<file path="src/sv/ltc_pkg.sv">
// Shared types, constants and helpers for the LTC edge decoder.
// No dependencies; imported by every module of the block.
package ltc_pkg;

    localparam int unsigned IntervalW = 16;
    localparam int unsigned PosW      = 7;
    localparam int unsigned RunW      = 4;
    localparam int unsigned CountW    = 8;
    localparam int unsigned CfgIdxW   = 2;

    localparam logic [IntervalW-1:0] ShortMinReset = 16'd150;
    localparam logic [IntervalW-1:0] LongMinReset  = 16'd380;
    localparam logic [IntervalW-1:0] LongMaxReset  = 16'd600;

    localparam logic [PosW-1:0]   LastDataPos = 7'd63;
    localparam logic [PosW-1:0]   SyncEndPos  = 7'd77;
    localparam logic [PosW-1:0]   FrameEndPos = 7'd80;
    localparam logic [RunW-1:0]   SyncOnes    = 4'd12;
    localparam logic [CountW-1:0] CountMax    = 8'hFF;

    // Configuration register indexes.
    localparam logic [CfgIdxW-1:0] CFG_SHORT_MIN = 2'd0;
    localparam logic [CfgIdxW-1:0] CFG_LONG_MIN  = 2'd1;
    localparam logic [CfgIdxW-1:0] CFG_LONG_MAX  = 2'd2;

    // Input item kinds.
    localparam logic KIND_EDGE = 1'b0;
    localparam logic KIND_TICK = 1'b1;

    // Rate type codes.
    localparam logic [1:0] RATE_FILM = 2'd0;
    localparam logic [1:0] RATE_EBU  = 2'd1;
    localparam logic [1:0] RATE_DROP = 2'd2;
    localparam logic [1:0] RATE_SMPTE = 2'd3;

    typedef struct packed {
        logic [5:0] frames;
        logic [6:0] seconds;
        logic [6:0] minutes;
        logic [5:0] hours;
        logic       drop_frame;
        logic [1:0] rate_type;
    } ltc_result_t;

    typedef struct packed {
        logic        valid;
        ltc_result_t data;
    } ltc_result_beat_t;

    // Two BCD digits to binary: tens * 10 + units.
    function automatic logic [6:0] bcd2bin(input logic [2:0] tens, input logic [3:0] units);
        logic [6:0] t8;
        logic [6:0] t2;
        t8 = {1'b0, tens, 3'b000};
        t2 = {3'b000, tens, 1'b0};
        return t8 + t2 + {3'b000, units};
    endfunction

endpackage

</file>
<file path="src/sv/ltc_decoder.sv">
// Biphase-mark bit slicer, frame assembler and per-second frame counter.
// Holds the configuration registers. Depends on ltc_pkg.
module ltc_decoder
    import ltc_pkg::*;
(
    input  logic                 aclk,
    input  logic                 aresetn,
    input  logic                 cfg_we,
    input  logic [CfgIdxW-1:0]   cfg_index,
    input  logic [IntervalW-1:0] cfg_wdata,
    input  logic                 beat_accept,
    input  logic                 kind,
    input  logic [IntervalW-1:0] edge_interval,
    output ltc_result_beat_t     result
);

    logic [IntervalW-1:0] short_min_reg, long_min_reg, long_max_reg;
    logic [63:0]          frame_bits_reg, frame_bits_next;
    logic [PosW-1:0]      bit_position_reg, bit_position_next;
    logic [RunW-1:0]      ones_run_reg, ones_run_next;
    logic                 half_one_seen_reg, half_one_seen_next;
    logic                 sync_seen_reg, sync_seen_next;
    logic [CountW-1:0]    frames_this_reg, frames_this_next;
    logic [CountW-1:0]    frames_last_reg, frames_last_next;

    logic            frame_done;
    logic [PosW-1:0] pos;
    logic [RunW-1:0] run_inc;
    logic            bit_val;
    logic            df;
    logic            rate_ok;
    logic [1:0]      rate;

    always_comb begin
        frame_bits_next    = frame_bits_reg;
        bit_position_next  = bit_position_reg;
        ones_run_next      = ones_run_reg;
        half_one_seen_next = half_one_seen_reg;
        sync_seen_next     = sync_seen_reg;
        frames_this_next   = frames_this_reg;
        frames_last_next   = frames_last_reg;
        frame_done         = 1'b0;
        pos                = bit_position_reg;
        run_inc            = ones_run_reg + 4'd1;
        bit_val            = (edge_interval <= long_min_reg);

        if (beat_accept) begin
            if (kind == KIND_TICK) begin
                frames_last_next = frames_this_reg;
                frames_this_next = '0;
            end else if (edge_interval < short_min_reg || edge_interval > long_max_reg) begin
                bit_position_next = '0;
            end else begin
                if (half_one_seen_reg) begin
                    half_one_seen_next = 1'b0;
                end else begin
                    if (!bit_val) begin
                        ones_run_next = '0;
                    end else begin
                        half_one_seen_next = 1'b1;
                        if (run_inc == SyncOnes) begin
                            ones_run_next  = '0;
                            sync_seen_next = 1'b1;
                            pos            = SyncEndPos;
                        end else begin
                            ones_run_next = run_inc;
                        end
                    end
                    if (pos <= LastDataPos) begin
                        frame_bits_next = {bit_val, frame_bits_reg[63:1]};
                    end
                    pos = pos + 7'd1;
                end
                bit_position_next = pos;
                if (pos == FrameEndPos) begin
                    bit_position_next = '0;
                    if (sync_seen_next) begin
                        sync_seen_next = 1'b0;
                        frame_done     = 1'b1;
                    end
                end
                if (frame_done && frames_this_reg != CountMax) begin
                    frames_this_next = frames_this_reg + 8'd1;
                end
            end
        end
    end

    // A finished frame never shifts on its last edge, so the stored word is final.
    always_comb begin
        df      = frame_bits_reg[10];
        rate_ok = 1'b1;
        if (df) begin
            rate = RATE_DROP;
        end else if (frames_last_reg <= 8'd24) begin
            rate = RATE_FILM;
        end else if (frames_last_reg <= 8'd26) begin
            rate = RATE_EBU;
        end else if (frames_last_reg >= 8'd28) begin
            rate = RATE_SMPTE;
        end else begin
            rate    = RATE_SMPTE;
            rate_ok = 1'b0;
        end
        result.valid           = frame_done && rate_ok;
        result.data.frames     = 6'(bcd2bin({1'b0, frame_bits_reg[9:8]}, frame_bits_reg[3:0]));
        result.data.seconds    = bcd2bin(frame_bits_reg[26:24], frame_bits_reg[19:16]);
        result.data.minutes    = bcd2bin(frame_bits_reg[42:40], frame_bits_reg[35:32]);
        result.data.hours      = 6'(bcd2bin({1'b0, frame_bits_reg[57:56]}, frame_bits_reg[51:48]));
        result.data.drop_frame = df;
        result.data.rate_type  = rate;
    end

    always_ff @(posedge aclk) begin
        if (!aresetn) begin
            short_min_reg     <= ShortMinReset;
            long_min_reg      <= LongMinReset;
            long_max_reg      <= LongMaxReset;
            frame_bits_reg    <= '0;
            bit_position_reg  <= '0;
            ones_run_reg      <= '0;
            half_one_seen_reg <= 1'b0;
            sync_seen_reg     <= 1'b0;
            frames_this_reg   <= '0;
            frames_last_reg   <= '0;
        end else begin
            if (cfg_we) begin
                unique case (cfg_index)
                    CFG_SHORT_MIN: short_min_reg <= cfg_wdata;
                    CFG_LONG_MIN:  long_min_reg  <= cfg_wdata;
                    CFG_LONG_MAX:  long_max_reg  <= cfg_wdata;
                    default: ;
                endcase
            end
            frame_bits_reg    <= frame_bits_next;
            bit_position_reg  <= bit_position_next;
            ones_run_reg      <= ones_run_next;
            half_one_seen_reg <= half_one_seen_next;
            sync_seen_reg     <= sync_seen_next;
            frames_this_reg   <= frames_this_next;
            frames_last_reg   <= frames_last_next;
        end
    end

endmodule

</file>
<file path="src/sv/ltc_outbuf.sv">
// Result register with a skid stage so the input side keeps flowing
// while a result waits. Depends on ltc_pkg.
module ltc_outbuf
    import ltc_pkg::*;
(
    input  logic             aclk,
    input  logic             aresetn,
    input  ltc_result_beat_t push,
    output logic             in_ready,
    output logic             out_valid,
    input  logic             out_ready,
    output ltc_result_t      out_data
);

    logic        main_valid_reg, main_valid_next;
    logic        skid_valid_reg, skid_valid_next;
    ltc_result_t main_reg, main_next;
    ltc_result_t skid_reg, skid_next;
    logic        pop;

    assign pop       = main_valid_reg && out_ready;
    assign in_ready  = !skid_valid_reg;
    assign out_valid = main_valid_reg;
    assign out_data  = main_reg;

    always_comb begin
        main_valid_next = main_valid_reg;
        skid_valid_next = skid_valid_reg;
        main_next       = main_reg;
        skid_next       = skid_reg;
        if (skid_valid_reg) begin
            // No new beat is taken while the skid stage is full.
            if (pop) begin
                main_next       = skid_reg;
                skid_valid_next = 1'b0;
            end
        end else if (push.valid) begin
            if (!main_valid_reg || pop) begin
                main_next       = push.data;
                main_valid_next = 1'b1;
            end else begin
                skid_next       = push.data;
                skid_valid_next = 1'b1;
            end
        end else if (pop) begin
            main_valid_next = 1'b0;
        end
    end

    always_ff @(posedge aclk) begin
        if (!aresetn) begin
            main_valid_reg <= 1'b0;
            skid_valid_reg <= 1'b0;
        end else begin
            main_valid_reg <= main_valid_next;
            skid_valid_reg <= skid_valid_next;
        end
        main_reg <= main_next;
        skid_reg <= skid_next;
    end

endmodule

</file>
<file path="src/sv/ltc_timecode_edge_decoder.sv">
// The edge beat that ends a frame has its result registered before it shows on m_valid;
// it waits in the skid stage while an earlier result is still waiting for m_ready.
// Throughput: one input beat per cycle; the decoder state updates in the accepting cycle.
// s_ready drops only while both the result register and its skid stage hold results.
// Reset (aresetn low, synchronous) sets default thresholds, clears all but result data.
module ltc_timecode_edge_decoder
    import ltc_pkg::*;
(
    input  logic                 aclk,
    input  logic                 aresetn,
    input  logic                 cfg_we,
    input  logic [CfgIdxW-1:0]   cfg_index,
    input  logic [IntervalW-1:0] cfg_wdata,
    input  logic                 s_valid,
    output logic                 s_ready,
    input  logic                 s_kind,
    input  logic [IntervalW-1:0] s_edge_interval,
    output logic                 m_valid,
    input  logic                 m_ready,
    output logic [5:0]           m_frames,
    output logic [6:0]           m_seconds,
    output logic [6:0]           m_minutes,
    output logic [5:0]           m_hours,
    output logic                 m_drop_frame,
    output logic [1:0]           m_rate_type
);

    ltc_result_beat_t result;
    ltc_result_t      out_data;
    logic             beat_accept;

    assign beat_accept = s_valid && s_ready;

    ltc_decoder u_decoder (
        .aclk          (aclk),
        .aresetn       (aresetn),
        .cfg_we        (cfg_we),
        .cfg_index     (cfg_index),
        .cfg_wdata     (cfg_wdata),
        .beat_accept   (beat_accept),
        .kind          (s_kind),
        .edge_interval (s_edge_interval),
        .result        (result)
    );

    ltc_outbuf u_outbuf (
        .aclk      (aclk),
        .aresetn   (aresetn),
        .push      (result),
        .in_ready  (s_ready),
        .out_valid (m_valid),
        .out_ready (m_ready),
        .out_data  (out_data)
    );

    assign m_frames     = out_data.frames;
    assign m_seconds    = out_data.seconds;
    assign m_minutes    = out_data.minutes;
    assign m_hours      = out_data.hours;
    assign m_drop_frame = out_data.drop_frame;
    assign m_rate_type  = out_data.rate_type;

endmodule

</file>
<file path="config.mk">
export PLATFORM = sky130hd
export DESIGN_NAME = ltc_timecode_edge_decoder
export DESIGN_NICKNAME = d
export VERILOG_FILES = /design/src/sv/ltc_pkg.sv /design/src/sv/ltc_decoder.sv /design/src/sv/ltc_outbuf.sv /design/src/sv/ltc_timecode_edge_decoder.sv
export SDC_FILE = /design/constraint.sdc
export NUM_CORES = 1
export LEC_CHECK = 0
export BUFFER_PORTS_ARGS = -buffer_cell sky130_fd_sc_hd__buf_4
export CAP_MARGIN = 5
export CORE_ASPECT_RATIO = 1.25
export CORE_MARGIN = 3
export CORE_UTILIZATION = 57
export DETAILED_ROUTE_END_ITERATION = 6
export GPL_TIMING_DRIVEN = 0
export PLACE_DENSITY = 0.83
export SLEW_MARGIN = 40
export SYNTH_ARGS = -nofsm -noshare
export SYNTH_HDL_FRONTEND = slang
export SYNTH_HIERARCHICAL = 1
export SYNTH_SLANG_ARGS = --single-unit
</file>
<file path="constraint.sdc">
create_clock -name aclk -period 7.77 [get_ports aclk]
set_clock_uncertainty 0.1 [all_clocks]
set_input_delay 0.777 -clock aclk [delete_from_list [all_inputs] [get_ports aclk]]
set_output_delay 0.777 -clock aclk [all_outputs]
set_load 0.03 [all_outputs]
</file>
==> run_results.csv, run 1 <==
group,metric,value,unit
yosys,synth.distinct_cells,76,
grt,grt_start_max_net_pins,30,
drt,pre_repair_dr_iteration_count,5,
cells_and_area,num_antenna_cells,0,
placed_design,detailedPlacementHpwl,15300,um
clock_tree,insertion_delay_of_the_later_clocked_pin_in_the_worst_skew_pair,0.48,ns
die,initial_core_util,58.4,%
cells_and_area,drive_gt1_share,15.1,%
timing,worst-slew-pin-transition,0.737,ns
yosys,synth.net_count,1176,
yosys,post_synth_instance_area,9920,sq um
timing,finalWorstPathRequiredPeriod,5.92,ns
timing,final_report_max_slew_violation_count,0,
yosys,synth-seq-area-share,46.4,%
yosys,synth_area_per_cell,9.33,sq um
timing,period_share,76.2,%
power,power.density,191,nW/um^2
yosys,synth-main-ff-cell,"sky130_fd_sc_hd__dfxtp_1",
power,cellLeakagePower,4.57,nW
cells_and_area,growth_of_design_area_from_synthesis_to_finish,15.0,%
yosys,ys_seq_elements,201,
cells_and_area,fillers,1351,
timing,relSlewSlack,50.9,%
drt,per_cell_via_count_in_the_routed_design,5.59,
cells_and_area,seq_area,4600,sq um
die,die_outline_area,19000,sq um
clock_tree,cts_made_buffers,21,
grt,first_global_vias,7542,
cells_and_area,final_design_area_excluding_fillers,11400,sq um
grt,gr-total-overflow,0,
critical_path,path_class,"primary input to flop",
yosys,yosys.cell_count.top_type,"sky130_fd_sc_hd__nand2_1",
clock_tree,ctsLongestPathBuffers,3,
grt,antenna_found_initial,0,
yosys,number_of_enable_type_register_cells_in_the_synthesized_netlist,58,
cells_and_area,number_of_flip_flops_in_the_largest_register,64,
placed_design,postPlaceCellArea,10700,sq um
drt,post_drt_wl_per_cell,15.2,um
critical_path,critPathArrivalTime,5.93,ns
clock_tree,cts.sink_count,201,
critical_path,critPathMaxFanout,29,
placed_design,gp_routability_congestion,0.946,
drt,route.final.wire_length,21100,um
drt,drt.antenna.violating_nets,0,
clock_tree,setup_fix_bufs_post_cts,0,
clock_tree,cts_tree,"built",
clock_tree,h-tree-depth,1,
critical_path,critPathRequiredTime,7.78,ns
die,core_area,17000,sq um
die,die_height,154,um
status,outcome,"complete, no violations",
drt,initialDrtViolationCount,571,
power,power.ir.vdd_worst,201,uV
drt,drc,0,
yosys,synth.yosys.warnings,6,
yosys,yosys-top-cells-area,"sky130_fd_sc_hd__dfxtp_1 29%, sky130_fd_sc_hd__edfxtp_1 18%, sky130_fd_sc_hd__nand2_1 10%, sky130_fd_sc_hd__ha_1 8.4%, sky130_fd_sc_hd__a21oi_1 7.6%",
die,ios,71,
die,chipWidth,124,um
grt,grt_use_total,22.1,%
yosys,netlist.area_leader.share,28.9,%
timing,rsz0062_at_grt,"no",
timing,hold_violations,0,
clock_tree,clk_transition_reported_paths,0.06,ns
clock_tree,cts_hold_repair.buffers,0,
worst_hold_path,timing.hold.worst.class,"flop to flop",
timing,max_clock_freq,169,MHz
clock_tree,post_cts_resized,0,
drt,vias,7775,
critical_path,cp-end-kind,"flop",
critical_path,critical_path.startpoint_type,"primary input",
placed_design,buffers_added_on_ports,70,
yosys,synth-async-reset-ratio,0,%
clock_tree,cts-root-buf,"sky130_fd_sc_hd__clkbuf_16",
job,max_cap_violations,0,
cells_and_area,multi_input_comb_area,4730,sq um
timing,setup_tns,0,ns
yosys,synthesis.instances,1063,
yosys,synth.largest_area_cell,"sky130_fd_sc_hd__dfxtp_1",
timing,finalSetupViolations,0,
cells_and_area,layout.nets,1270,
grt,wire_length_of_the_first_global_routing_pass,34700,um
yosys,synth.top_cells.by_count,"264 x sky130_fd_sc_hd__nand2_1, 151 x sky130_fd_sc_hd__a21oi_1, 143 x sky130_fd_sc_hd__dfxtp_1",
die,rows,53,
[path summary, 6_finish.rpt]
| check | start | end | slack, ns | depth (start not counted) |
|---|---|---|---|---|
| hold / removal | u_decoder/frame_bits_reg[5]$_SDFFE_PN0P_ | u_decoder/frame_bits_reg[4]$_SDFFE_PN0P_ | 0.35 | 2 |
| setup / recovery | s_edge_interval[15] | u_outbuf/skid_reg[5]$_DFFE_PP_ | 1.85 | 18 |
| setup reg to reg | u_decoder/long_min_reg[15]$_SDFFE_PN0P_ | u_outbuf/skid_reg[5]$_DFFE_PP_ | 1.90 | 18 |
| hold reg to reg | u_decoder/frame_bits_reg[5]$_SDFFE_PN0P_ | u_decoder/frame_bits_reg[4]$_SDFFE_PN0P_ | 0.35 | 2 |
[placed cells by master (no fill, tap or decap), types with 17 or more instances in the layout]
master,synthesis,final
sky130_fd_sc_hd__ha_1,67,67
sky130_fd_sc_hd__nor2_1,25,25
sky130_fd_sc_hd__inv_1,66,66
sky130_fd_sc_hd__clkbuf_16,0,21
sky130_fd_sc_hd__mux2_4,27,27
sky130_fd_sc_hd__a21oi_1,151,150
sky130_fd_sc_hd__edfxtp_1,58,58
sky130_fd_sc_hd__nand2_1,264,264
sky130_fd_sc_hd__dfxtp_1,143,143
sky130_fd_sc_hd__clkbuf_1,32,32
sky130_fd_sc_hd__o211ai_1,17,17
sky130_fd_sc_hd__buf_4,5,75
[layout make-up]
cell class	count	share of cell area [%]
tap	220	2.41
clock buffer	27	5.25
inverter	66	2.17
multi-input combinational	743	41.5
sequential	201	40.4
timing repair buffer	71	4.74
buffer	53	3.06
clock inverter	10	0.548
[power breakdown]
part	switching (mW)	internal, mW	total, mW	leakage (nW)
clock network	0.407	0.546	0.952	0.319
logic	0.0866	0.0522	0.139	2.44
registers	0.00467	1.08	1.09	1.81
total	0.498	1.68	2.18	4.57
[critical path, cell delays in order]
cell and delay (ns):
sky130_fd_sc_hd__buf_4 0.12, sky130_fd_sc_hd__ha_1 0.33, sky130_fd_sc_hd__nand4_2 0.19, sky130_fd_sc_hd__a2111o_1 0.48, sky130_fd_sc_hd__and3_4 0.21, sky130_fd_sc_hd__o21ai_1 0.37, sky130_fd_sc_hd__nand2b_1 0.14, sky130_fd_sc_hd__ha_1 0.34
sky130_fd_sc_hd__nor2_1 0.17, sky130_fd_sc_hd__a21oi_1 0.06, sky130_fd_sc_hd__a2bb2oi_1 0.13, sky130_fd_sc_hd__nor2_1 0.14, sky130_fd_sc_hd__o221ai_1 0.12, sky130_fd_sc_hd__a2111o_1 0.52, sky130_fd_sc_hd__nor3_2 0.55, sky130_fd_sc_hd__nand3_1 0.18
sky130_fd_sc_hd__and3b_1 0.32, sky130_fd_sc_hd__and4_2 0.75
[logic make-up (layout without fill, tap and decap cells)]
| kind of cell | Yosys count | after routing | share of synthesized area [%] |
|---|---|---|---|
| compound gates | 236 | 236 | 14.1 |
| xor+xnor | 9 | 9 | 0.795 |
| fa+ha+maj | 73 | 73 | 9.66 |
| buf+inv | 119 | 227 | 6.02 |
| flops | 201 | 201 | 46.4 |
| mux | 36 | 36 | 5.03 |
| simple gates | 389 | 389 | 18.0 |
[layer usage]
metal  GRT usage (%)  up-vias  part of all wire [%]  wire length [um]
li1                -     3876                     -                 -
met1            26.0     3650                    41              8560
met2            39.8      198                    52             10900
met3            3.31       51                   4.4               920
met4            8.56        0                   3.5               731
met5               0        -                     0                 0
[per-stage QoR]
stage	util, %	total power, mW	cells	setup slack [ns]	hold slack, ns
3_3_place_gp	63.2	1.24	1353	0.127	0.335
3_5_place_dp	63.3	1.25	1354	1.37	0.343
5_1_grt	67.2	2.26	1391	1.52	0.361
2_1_floorplan	-	1.19	1063	1.30	0.329
4_1_cts	67.2	2.20	1391	1.87	0.351
6_report	67.2	2.18	1391	1.85	0.349
No activity file was read; power rests on OpenSTA's default activity.
==> run 2: changes to the inputs <==
clock period = 6.07 ns   (was 7.77 ns; I/O delays follow)
==> run_results.csv, run 2 (synthesis gave the netlist of run 1 again) <==
group,metric,value,unit
status,outcome,"complete, no violations",
drt,per_cell_via_count_in_the_routed_design,5.61,
power,power.density,253,nW/um^2
die,rows,53,
clock_tree,clk_transition_reported_paths,0.06,ns
cells_and_area,growth_of_design_area_from_synthesis_to_finish,15.7,%
placed_design,post-place-ws,-0.209,ns
grt,grt_start_max_net_pins,30,
clock_tree,cts_tree,"built",
worst_hold_path,min_delay_worst_endpoint,"u_outbuf/skid_valid_reg$_SDFF_PN0_",
die,chipWidth,124,um
drt,vias,7798,
cells_and_area,layout.cells.most_common,"sky130_fd_sc_hd__nand2_1",
die,initial_core_util,58.4,%
critical_path,critical_path.startpoint,"u_decoder/long_min_reg[15]$_SDFFE_PN0P_",
die,die_height,154,um
timing,worst-slew-pin-transition,0.739,ns
timing,hold_violations,0,
die,die_outline_area,19000,sq um
timing,max_clock_freq,177,MHz
clock_tree,cts.sink_count,201,
timing,period_share,93.0,%
timing,finalSetupViolations,0,
clock_tree,cts_made_buffers,20,
critical_path,worst_r2r_setup_slack,0.42,ns
drt,post_drt_wl_per_cell,15.5,um
worst_hold_path,timing.hold.worst.start,"m_ready",
critical_path,r2r-end,"u_outbuf/out_data[24]$_DFFE_PP_",
critical_path,critPathMaxFanout,19,
critical_path,critPathArrivalTime,5.73,ns
cells_and_area,final_cell_mix,"264 x sky130_fd_sc_hd__nand2_1, 150 x sky130_fd_sc_hd__a21oi_1, 143 x sky130_fd_sc_hd__dfxtp_1, 75 x sky130_fd_sc_hd__buf_4, 67 x sky130_fd_sc_hd__ha_1",
grt,gr-total-overflow,0,
critical_path,path_class,"flop to flop",
worst_hold_path,timing.hold.worst.class,"primary input to flop",
cells_and_area,fillers,1363,
critical_path,critPathRequiredTime,6.16,ns
drt,initialDrtViolationCount,558,
clock_tree,insertion_delay_of_the_later_clocked_pin_in_the_worst_skew_pair,0.50,ns
timing,relSlewSlack,50.7,%
grt,first_global_vias,7740,
die,ios,71,
timing,finalWorstPathRequiredPeriod,5.65,ns
placed_design,detailedPlacementHpwl,15600,um
placed_design,buffers_added_on_ports,70,
timing,final_report_max_slew_violation_count,0,
placed_design,gp_routability_congestion,0.915,
power,power.ir.vdd_worst,213,uV
critical_path,cp-end-kind,"flop",
grt,grt_use_total,22.6,%
grt,antenna_found_initial,0,
critical_path,r2r_cells,20,
clock_tree,cts_hold_repair.buffers,0,
power,cellLeakagePower,4.62,nW
clock_tree,cts-root-buf,"sky130_fd_sc_hd__clkbuf_16",
drt,pre_repair_dr_iteration_count,5,
cells_and_area,num_antenna_cells,0,
drt,drc,0,
critical_path,critical_path.startpoint_type,"flop",
timing,setup_tns,0,ns
timing,fin_ws,0.423,ns
job,max_cap_violations,0,
critical_path,timing.rr.start,"u_decoder/long_min_reg[15]$_SDFFE_PN0P_",
drt,drt.antenna.violating_nets,0,
drt,route.final.wire_length,21500,um
cells_and_area,drive_gt1_share,14.6,%
cells_and_area,number_of_flip_flops_in_the_largest_register,64,
clock_tree,ctsLongestPathBuffers,3,
clock_tree,h-tree-depth,1,
cells_and_area,layout.nets,1269,
grt,wire_length_of_the_first_global_routing_pass,35600,um
timing,rsz0062_at_grt,"no",
worst_hold_path,hold-path-cell-count,2,
die,core_area,17000,sq um
## run 2: cell count changes in the layout (fill, tap and decap cells not counted), moves of 2 or more
cell                         delta
sky130_fd_sc_hd__clkinvlp_4     -5
sky130_fd_sc_hd__bufinv_16      +3
sky130_fd_sc_hd__clkbuf_1       +3
sky130_fd_sc_hd__clkbuf_8       -3
sky130_fd_sc_hd__clkbuf_16      +2
sky130_fd_sc_hd__clkinv_2       -2
## run 2: area by class of cell
cell class | instances | area, sq um | area share [%]
repair buffers | 71 | 541 | 4.71
flip-flops and latches | 201 | 4600 | 40.1
clock inverters | 7 | 109 | 0.948
well taps | 220 | 275 | 2.40
plain buffers | 53 | 349 | 3.04
clock buffers | 28 | 614 | 5.35
inverters | 66 | 248 | 2.16
multi-input cells | 743 | 4740 | 41.3
## run 2: report_power, final
part | leakage [nW] | internal, mW | switching [mW]
Sequential | 1.81 | 1.38 | 0.00586
Clock | 0.357 | 0.833 | 0.507
Combinational | 2.45 | 0.0668 | 0.111
## run 2: how the worst max path moves through the flow
| stage | depth (start not counted) | slack [ns] | to |
|---|---|---|---|
| 5_1_grt | 20 | 0.09 | u_outbuf/out_data[24]$_DFFE_PP_ |
| 6_report | 20 | 0.42 | u_outbuf/out_data[24]$_DFFE_PP_ |
| 3_3_place_gp | 19 | -0.55 | u_outbuf/out_data[5]$_DFFE_PP_ |
| 4_1_cts | 19 | 0.12 | u_outbuf/out_data[24]$_DFFE_PP_ |
| 3_5_place_dp | 19 | -0.21 | u_outbuf/out_data[5]$_DFFE_PP_ |
| 2_1_floorplan | 18 | 0.41 | u_outbuf/out_data[0]$_DFFE_PP_ |
## run 2: worst max-delay path, cell delays in order, from the launching register on
cell and delay [ns]:
sky130_fd_sc_hd__dfxtp_1 0.33, sky130_fd_sc_hd__inv_1 0.05, sky130_fd_sc_hd__ha_1 0.32, sky130_fd_sc_hd__nand4_2 0.20, sky130_fd_sc_hd__or4_1 0.58, sky130_fd_sc_hd__buf_6 0.16, sky130_fd_sc_hd__a21oi_1 0.36, sky130_fd_sc_hd__nor2_1 0.10
sky130_fd_sc_hd__ha_1 0.35, sky130_fd_sc_hd__nor2_1 0.18, sky130_fd_sc_hd__a21oi_1 0.06, sky130_fd_sc_hd__a2bb2oi_1 0.13, sky130_fd_sc_hd__nor2_1 0.14, sky130_fd_sc_hd__o221ai_1 0.12, sky130_fd_sc_hd__a2111o_1 0.53, sky130_fd_sc_hd__nor3_4 0.39
sky130_fd_sc_hd__nand3_1 0.16, sky130_fd_sc_hd__and3b_1 0.33, sky130_fd_sc_hd__mux2i_1 0.14, sky130_fd_sc_hd__a21oi_4 0.37, sky130_fd_sc_hd__buf_8 0.24
## run 2: what timing repair did
action	in CTS	in global routing
setup endpoints to repair	0	48
setup buffers	0	0
gates resized for setup	0	2
## run 2: per-layer routing
metal	track usage, %	vias to the layer above	part of all wire, %
met3	3.02	62	4.6
met5	0	-	0
met2	41.4	207	52
li1	-	3866	-
met1	26.0	3663	40
met4	9.24	0	3.5
## run 2: stage by stage
stage          hold WS (ns)  area, sq um  utilization (%)  cells  power, mW
6_report              0.227        11500             67.6   1389       2.91
5_1_grt               0.220        11500             67.6   1389       3.01
4_1_cts               0.217        11500             67.5   1388       2.93
3_5_place_dp          0.342        10700             63.2   1353       1.60
3_3_place_gp          0.336        10700             63.2   1353       1.59
2_1_floorplan         0.329         9920                -   1063       1.53
